$ cat config.mk
export PLATFORM = sky130hd
export DESIGN_NAME = olids_cell
export DESIGN_NICKNAME = d
export VERILOG_FILES = /design/src/sv/olids_pkg.sv /design/src/sv/olids_cell.sv
export SDC_FILE = /design/constraint.sdc
export NUM_CORES = 1
export LEC_CHECK = 0
export ABC_CLOCK_PERIOD_IN_PS = 7300
export BUFFER_PORTS_ARGS = -buffer_cell sky130_fd_sc_hd__buf_4
export CAP_MARGIN = 25
export CORE_ASPECT_RATIO = 0.5
export CORE_MARGIN = 1
export CORE_UTILIZATION = 44
export DETAILED_ROUTE_END_ITERATION = 8
export PLACE_DENSITY_LB_ADDON = 0.25
export SLEW_MARGIN = 10
export SYNTH_ARGS = -nofsm -noshare
export SYNTH_HDL_FRONTEND = slang
export SYNTH_SLANG_ARGS = --single-unit
$ cat constraint.sdc
create_clock -name clk -period 7.3 [get_ports clk]
set_clock_uncertainty 0.1 [all_clocks]
set_input_delay 1.46 -clock clk [delete_from_list [all_inputs] [get_ports clk]]
set_output_delay 1.46 -clock clk [all_outputs]
set_load 0.02 [all_outputs]
$ cat src/sv/olids_pkg.sv
// Shared constants, codes and the cell control bundle for the ordered list block.
`timescale 1ns / 1ps
package olids_pkg;

  localparam int DATA_W       = 32;
  localparam int POS_W        = 8;
  localparam int MODE_W       = 2;
  localparam int LEN_W        = 11;
  localparam int CAPACITY_DEF = 128;
  localparam int LOC_GROUP    = 16;

  localparam logic [MODE_W-1:0] MODE_INSERT = 2'd0;
  localparam logic [MODE_W-1:0] MODE_DELETE = 2'd1;
  localparam logic [MODE_W-1:0] MODE_LOCATE = 2'd2;
  localparam logic [MODE_W-1:0] MODE_CLEAR  = 2'd3;

  typedef enum logic [1:0] {
    CELL_HOLD,
    CELL_INS,
    CELL_DEL
  } cell_op_t;

  typedef struct packed {
    cell_op_t          op;
    logic [LEN_W-1:0]  pos0;
    logic [LEN_W-1:0]  len;
    logic [DATA_W-1:0] val;
  } cell_ctl_t;

endpackage

$ cat src/sv/olids_cell.sv
// One list entry: shifts with its neighbors, compares against the key, offers its word on delete.
`timescale 1ns / 1ps
module olids_cell import olids_pkg::*; #(
  parameter int IDX = 0
) (
  input  logic              clk,
  input  cell_ctl_t         ctl,
  input  logic [DATA_W-1:0] left_data,
  input  logic [DATA_W-1:0] right_data,
  output logic [DATA_W-1:0] data,
  output logic              match,
  output logic [DATA_W-1:0] pick
);

  localparam logic [LEN_W-1:0] MyIdx = LEN_W'(IDX);

  logic [DATA_W-1:0] data_r, data_nxt;
  logic              match_r;
  logic [DATA_W-1:0] pick_r;

  always_comb begin
    data_nxt = data_r;
    case (ctl.op)
      CELL_INS: begin
        if (MyIdx > ctl.pos0) begin
          data_nxt = left_data;
        end else if (MyIdx == ctl.pos0) begin
          data_nxt = ctl.val;
        end
      end
      CELL_DEL: begin
        if (MyIdx >= ctl.pos0) begin
          data_nxt = right_data;
        end
      end
      default: data_nxt = data_r;
    endcase
  end

  always_ff @(posedge clk) begin
    data_r  <= data_nxt;
    match_r <= (MyIdx < ctl.len) && (data_r == ctl.val);
    pick_r  <= (ctl.op == CELL_DEL && MyIdx == ctl.pos0) ? data_r : '0;
  end

  assign data  = data_r;
  assign match = match_r;
  assign pick  = pick_r;

endmodule

==> impl_metrics.csv <==
group,metric,value,unit
yosys,seq_area_frac_synth,0.607,
final_layout,synthToLayoutAreaGrowth,55.8,%
grt,grt_usage,0.211,
yosys,ys_ff_latch,65,
die,io_pins,186,
setup_path,endpoint_kind,"register",
clocking,post_cts_buffers,0,
die,die-area,6410,um^2
grt,grt_pass1_vias,2119,
timing,fmax,324,MHz
yosys,yosys_warnings,0,
clocking,cts_hold_buf,0,
timing,slew-limit-headroom,0.329,
place,place_inst,410,
die,start_util,0.472,
route,vias_per_cell,4.76,
yosys,synthTopCellsByCount,"dfxtp_1, and2_1, edfxtp_1, mux2_1, xor2_1",
yosys,synth_area_per_cell,14.0,um^2
timing,slew_viol_final,0,
place,gp_congestion,0.716,
setup_path,path_max_fanout,32,
yosys,synth_cells,191,
route,drc,7,
die,dieHeight,57.1,um
final_layout,regArea,1620,um^2
pwr,cellPowerDensity,202,nW/um^2
die,rows,19,
run_status,status,"finished with violations",
die,die_width,112,um
final_layout,nets,470,
setup_path,arrival,2.93,ns
die,core-area,5660,um^2
setup_path,worstSetupStartpoint,"ctl[46]",
clocking,cts_resized,0,
route,antenna_left,0,
setup_path,reg2reg_from,"data[19]$_DFFE_PP_",
final_layout,diodes,0,
final_layout,fin_cells,425,
yosys,netlist.area_leader.share,0.360,
yosys,ys_types,17,
timing,layout_min_cycle_time,3.09,ns
timing,fin_setup_tns,0,ns
yosys,yosysMostFrequentCell,"dfxtp_1",
clocking,cts_root_buffer,"clkbuf_16",
yosys,ys.flop_type,"dfxtp_1",
clocking,clock_latency,0.32,ns
final_layout,design_area,4160,um^2
grt,grt_pass1_wl,10000,um
yosys,synth_fp_nets,312,
route,drt_pass1_iterations,6,
timing,fin_hold_ws,0.423,ns
min_path,hp-class,"register to register",
yosys,async_reset_ff_frac,0,
grt,grt_overflow_total,0,
clocking,cts_buffers,9,
run_status,violations,"design-rule violations",
final_layout,multi_input_area,1010,um^2
timing,worst_pin_slew,1.00,ns
clocking,htree_levels,3,
timing,rsz0062_at_grt,"no",
setup_path,crit_required,7.14,ns
route,drt-total-wl,6410,um
setup_path,path_class,"input pin to register",
pwr,p_total,842,uW
min_path,min_path_cells,1,
grt,grt_max_degree,33,
run,cap_violations,0,
timing,hold_viol,0,
clocking,clkTransAtPathRegs,0.05,ns
setup_path,r2r_cells,4,
setup_path,crit_path_start_kind,"input pin",
final_layout,n_fill_cell,424,
place,place_area,3870,um^2
yosys,synth-edff-count,32,
timing,setup_violations,0,
yosys,synthTopCellsByArea,"edfxtp_1, dfxtp_1, mux2_1, xor2_1, and2_1",
route,drt_iter0_drc,75,
pwr,leakage,0.00182,uW
clocking,cts_buffer_depth,2,
grt,antenna_found_initial,0,
clocking,clock_sinks,65,
yosys,syn_area,2670,um^2
clocking,cts_tree,"done",
yosys,yosysTopAreaCell,"edfxtp_1",
route,post_drt_wl_per_cell,15.1,um
final_layout,drive_gt1_frac,0.483,
place,dpl.hpwl,4780,um
place,portBuffers,153,
pwr,peakVddDrop,0.128,mV
timing,fin_crit_sh,0.423,
route,vias,2025,
min_path,min_from,"data[3]$_DFFE_PP_",
[per-layer routing]
metal	global-route usage	up-vias	part of all wire
li1	-	989	-
met5	0	-	0
met1	0.226	947	0.38
met2	0.383	79	0.52
met3	0.0797	10	0.077
met4	0.0857	0	0.015
[through the flow]
step,worst slack (ns),util
2_1_floorplan,3.50,-
3_3_place_gp,3.92,0.685
3_5_place_dp,3.84,0.685
4_1_cts,4.17,0.733
5_1_grt,4.14,0.736
6_report,4.21,0.736
[logic make-up after synthesis]
logic type	after synthesis	share of synthesized area
xor+xnor	33	0.108
buf+inv	7	0.0197
flops	65	0.607
mux	32	0.135
simple gates	54	0.130
[registers in the layout, summed over array words and instances, names as in the netlist]
name	cells
pick	32
match	1
data	32
[where the power goes]
part,switching [uW],leakage (uW),internal (uW)
logic,22.8,0.00113,44.7
clock network,137,0.000135,254
registers,0.0585,0.000553,384
[path summary, 6_finish.rpt]
kind	to	slack, ns
max	data[18]$_DFFE_PP_	4.21
min	pick[3]$_SDFF_PN0_	0.42
max reg2reg	match$_DFF_P_	5.71
min reg2reg	pick[3]$_SDFF_PN0_	0.42
[layout by cell type, fill, tap and decap left out]
master | netlist | routed
buf_4 | 0 | 153
dfxtp_1 | 33 | 33
mux2_1 | 32 | 32
and2_1 | 32 | 32
edfxtp_1 | 32 | 32
xor2_1 | 24 | 24
nor4_1 | 10 | 10
xnor2_1 | 9 | 9
clkbuf_16 | 0 | 9
nand3_1 | 3 | 3
nand4_1 | 3 | 3
clkbuf_8 | 0 | 3
nor3_1 | 2 | 2
clkbuf_1 | 1 | 2
nor2b_4 | 0 | 1
nor4_2 | 1 | 1
nor2_4 | 0 | 1
nor3b_4 | 1 | 1
buf_8 | 0 | 1
[worst max-delay path: stages]
cell and delay, ns:
buf_4 0.11, nor4_1 0.30, nand3_1 0.23, nor2_4 0.80
[area by class of cell]
type | count | area share
sequential | 65 | 0.390
timing repair buffer | 154 | 0.280
multi-input combinational | 119 | 0.243
clock buffer | 14 | 0.0658
tap | 73 | 0.0219
(Power assumes the default switching activity.)
