===== config.mk =====
export PLATFORM = sky130hd
export DESIGN_NAME = olids_locate
export DESIGN_NICKNAME = d
export VERILOG_FILES = /design/src/sv/olids_pkg.sv /design/src/sv/olids_locate.sv
export SDC_FILE = /design/constraint.sdc
export NUM_CORES = 1
export LEC_CHECK = 0
export BUFFER_PORTS_ARGS = -buffer_cell sky130_fd_sc_hd__buf_4
export CAP_MARGIN = 0
export CORE_ASPECT_RATIO = 1.75
export CORE_MARGIN = 8
export CORE_UTILIZATION = 52
export CTS_CLUSTER_DIAMETER = 60
export CTS_CLUSTER_SIZE = 25
export DETAILED_ROUTE_END_ITERATION = 8
export GPL_TIMING_DRIVEN = 0
export PLACE_DENSITY_LB_ADDON = 0.15
export SLEW_MARGIN = 20
export SYNTH_ARGS = -nofsm -noshare
export SYNTH_HDL_FRONTEND = slang
export SYNTH_SLANG_ARGS = --single-unit

===== constraint.sdc =====
create_clock -name clk -period 3.1 [get_ports clk]
set_clock_uncertainty 0.1 [all_clocks]
set_input_delay 0.465 -clock clk [delete_from_list [all_inputs] [get_ports clk]]
set_output_delay 0.465 -clock clk [all_outputs]
set_load 0.01 [all_outputs]

===== src/sv/olids_pkg.sv =====
// Shared constants, codes and the cell control bundle for the ordered list block.
`timescale 1ns / 1ps
package olids_pkg;

  localparam int DATA_W       = 32;
  localparam int POS_W        = 8;
  localparam int MODE_W       = 2;
  localparam int LEN_W        = 11;
  localparam int CAPACITY_DEF = 128;
  localparam int LOC_GROUP    = 16;

  localparam logic [MODE_W-1:0] MODE_INSERT = 2'd0;
  localparam logic [MODE_W-1:0] MODE_DELETE = 2'd1;
  localparam logic [MODE_W-1:0] MODE_LOCATE = 2'd2;
  localparam logic [MODE_W-1:0] MODE_CLEAR  = 2'd3;

  typedef enum logic [1:0] {
    CELL_HOLD,
    CELL_INS,
    CELL_DEL
  } cell_op_t;

  typedef struct packed {
    cell_op_t          op;
    logic [LEN_W-1:0]  pos0;
    logic [LEN_W-1:0]  len;
    logic [DATA_W-1:0] val;
  } cell_ctl_t;

endpackage


===== src/sv/olids_locate.sv =====
// Two-stage registered priority encoder that finds the first matching cell.
`timescale 1ns / 1ps
module olids_locate import olids_pkg::*; #(
  parameter int CAPACITY = CAPACITY_DEF
) (
  input  logic                clk,
  input  logic [CAPACITY-1:0] match_vec,
  output logic                found,
  output logic [POS_W-1:0]    found_pos
);

  localparam int NumGrp = (CAPACITY + LOC_GROUP - 1) / LOC_GROUP;
  localparam int GrpW   = $clog2(LOC_GROUP);
  localparam int PadW   = NumGrp * LOC_GROUP;
  localparam int SumW   = LEN_W + 1;

  logic [PadW-1:0]   padded;
  logic [NumGrp-1:0] grp_any_r;
  logic [GrpW-1:0]   grp_idx_r [NumGrp];
  logic [NumGrp-1:0] grp_any_nxt;
  logic [GrpW-1:0]   grp_idx_nxt [NumGrp];
  logic              found_r, found_nxt;
  logic [POS_W-1:0]  pos_r, pos_nxt;
  logic [SumW-1:0]   pos_full;

  assign padded = PadW'(match_vec);

  always_comb begin
    for (int g = 0; g < NumGrp; g++) begin
      grp_any_nxt[g] = 1'b0;
      grp_idx_nxt[g] = '0;
      for (int k = LOC_GROUP - 1; k >= 0; k--) begin
        if (padded[g*LOC_GROUP + k]) begin
          grp_any_nxt[g] = 1'b1;
          grp_idx_nxt[g] = GrpW'(k);
        end
      end
    end
  end

  always_comb begin
    found_nxt = 1'b0;
    pos_full  = '0;
    for (int g = NumGrp - 1; g >= 0; g--) begin
      if (grp_any_r[g]) begin
        found_nxt = 1'b1;
        pos_full  = SumW'(g * LOC_GROUP) + SumW'(grp_idx_r[g]) + SumW'(1);
      end
    end
    pos_nxt = found_nxt ? pos_full[POS_W-1:0] : '0;
  end

  always_ff @(posedge clk) begin
    grp_any_r <= grp_any_nxt;
    for (int g = 0; g < NumGrp; g++) begin
      grp_idx_r[g] <= grp_idx_nxt[g];
    end
    found_r <= found_nxt;
    pos_r   <= pos_nxt;
  end

  assign found     = found_r;
  assign found_pos = pos_r;

endmodule


==> reports/summary.txt <==
Critical Path AT: 1.91 ns
multi-input combinational cell area: 2000 sq um
slew margin rel.: 0.605
DRC: 0
die span in x: 75.2 microns
EDFF count, synth: 0
Starting Density: 0.524
core area: 6090 sq um
Util after Layout: 0.724
Worst Setup Start Kind: flip-flop
DP Cell Count: 641
Synth top area share: 0.308
mean post-synth cell area: 7.52 sq um
drt via density: 5.49
worst slew pin tran: 0.577 ns
DIE AREA: 8990 sq um
DP Wirelength: 7770 microns
MaxCap Viol Count: 0
Int Power: 0.000999 W
Comb pwr share: 0.224
port bufs: 137
Hold Buf Count CTS: 0
Cell Count, Final, Fillers Out: 648
CP Capture Type: flip-flop
ANT cells: 0
pin count of the biggest net entering global routing: 15
synthesized area: 3190 sq um
Yosys cell types: 48
Die Y: 120 microns
status: completed
Crit Path Max Fanout: 4
Lkg Pwr: 1.94 nW
CP Class: flip-flop to flip-flop
sequential share of power: 0.502
switch share: 0.251
placer's final routability congestion estimate: 0.913
Seq cells post-synth: 49
top_reg_cell synth: dfxtp_1
Area growth, synth to finish: 38.2%
Clock Root Buffer: clkbuf_8
Mapped Cells: 424
starting DRC count in detailed routing: 102
worst hold path class: input pin to flip-flop
htree depth: 2
fmax: 0.543 GHz
layout cells sized above 1: 0.280
Rows: 38
Clk network pwr share: 0.273
clock-pin slew on the worst setup and hold paths: 0.08 ns
Layout Nets: 706
CTS buffer count: 5
Congestion Overflow GR: 0
Max Slew Vio Count: 0
final hold violation count: 0
clk_lat worst skew: 0.29 ns
# Post-CTS Setup Buffers: 0
Final setup viols: 0
Tmin final: 1.84 ns
first-pass GRT wire length: 14800 microns
Post-synth top cells: nor2_1, dfxtp_1, inv_1
Syn Nets: 562
GR Util All Layers: 0.201
Synth area leaders: dfxtp_1, nor2_1, a21oi_1
WL per Instance: 13.9 microns
Synth Warn #: 0
CTS tree: built
Filler Cell Count: 551
most common cell in the netlist: nor2_1
antenna viol nets, final: 0
power per cell area: 303 nW/um^2
register area: 981 sq um
sequential fraction of the synthesis area: 0.308
number of antenna violations at the first check in global routing: 0
setup_tns: 0 ns
largest area contributor in the netlist: dfxtp_1
Clock Sinks: 49
# resized after CTS: 0
clock tree buffer depth: 2
peak supply drop: 0.192 mV
Ports: 138
Psw: 0.000335 W
via count: 3560
Pre-Repair DR Iteration Count: 4
RSZ-0062 raised after global routing: false
Data required, critical path: 3.17 ns
total power: 0.00133 W
vias in the first global route: 3691
Tcrit/Tclk final: 0.594
Async SR Flop Fraction: 0
WL final: 8990 microns
-- area by class of cell --
cell class                 count  area share
sequential                    49       0.223
inverter                      38      0.0324
clock inverter                 1     0.00170
multi-input combinational    331       0.454
clock buffer                   6      0.0187
tap                           80      0.0227
timing repair buffer         137       0.233
buffer                         6      0.0145
-- placed cells by master (no fill, tap or decap), drive strengths merged, types with 7 or more instances in the layout --
cell type	count
inv	38
o31ai	8
nand2b	9
a21oi	33
buf	139
nand4	7
a2111oi	10
nor2	62
o31a	8
dfxtp	49
o21ai	24
o21a	8
o21bai	8
a211oi	10
xnor2	8
nand2	36
nor3	11
nand3	24
ha	9
nor4	14
clkbuf	10
-- through the flow --
stage / worst slack, ns / instance area [sq um] / hold WS (ns)
after floorplan: 1.46 / 3190 / 0.360
after global placement: 1.29 / 4320 / 0.391
after detailed placement: 1.28 / 4320 / 0.389
after CTS: 1.28 / 4410 / 0.235
after global routing: 1.10 / 4410 / 0.236
final: 1.26 / 4410 / 0.242
-- kinds of logic after synthesis --
family,after synthesis,share of synthesized area
AND/OR/NAND/NOR,173,0.260
AO/OA/AOI/OAI,135,0.294
buffers and inverters,44,0.0648
XOR/XNOR,14,0.0385
adder cells (fa/ha/maj),9,0.0353
flip-flops,49,0.308
-- path summary, 6_finish.rpt --
check,startpoint,to,cells after the start,slack [ns]
worst max-delay path,grp_idx_r[1][12]$_SDFF_PP0_,found_pos[2]$_SDFF_PN0_,6,1.26
worst min-delay path,match_vec[1],grp_idx_r[0][1]$_SDFF_PP0_,2,0.24
worst max register to register,grp_idx_r[1][12]$_SDFF_PP0_,found_pos[2]$_SDFF_PN0_,6,1.26
worst min register to register,grp_idx_r[0][5]$_SDFF_PP0_,found_pos[5]$_SDFF_PP0_,2,0.39
-- registers in the layout (all words and copies together) (netlist names) --
name and flops:
found 1, grp_idx_r 32, grp_any_r 8, found_pos 8
-- power groups by stage --
stage | clock (W) | sequential (W) | combinational [W]
after floorplan | 0 | 0.000682 | 0.000107
after global placement | 0 | 0.000685 | 0.000290
after detailed placement | 0 | 0.000685 | 0.000298
after CTS | 0.000372 | 0.000670 | 0.000299
after global routing | 0.000401 | 0.000673 | 0.000333
final | 0.000365 | 0.000670 | 0.000299
-- worst max-delay path, cell delays in order (launching register included) --
cell	delay, ns
dfxtp_1	0.34
ha_1	0.23
xor2_1	0.16
a221oi_1	0.28
a211oi_1	0.11
a2111oi_0	0.37
o21ai_0	0.14
-- routing by layer --
layer	vias up	part of all wire	global-route usage
met2	83	0.59	0.409
li1	1836	-	-
met1	1623	0.35	0.181
met4	0	0.024	0.0738
met5	-	0	0
met3	18	0.037	0.0309
Note: power is estimated with default switching activity, not from simulation.
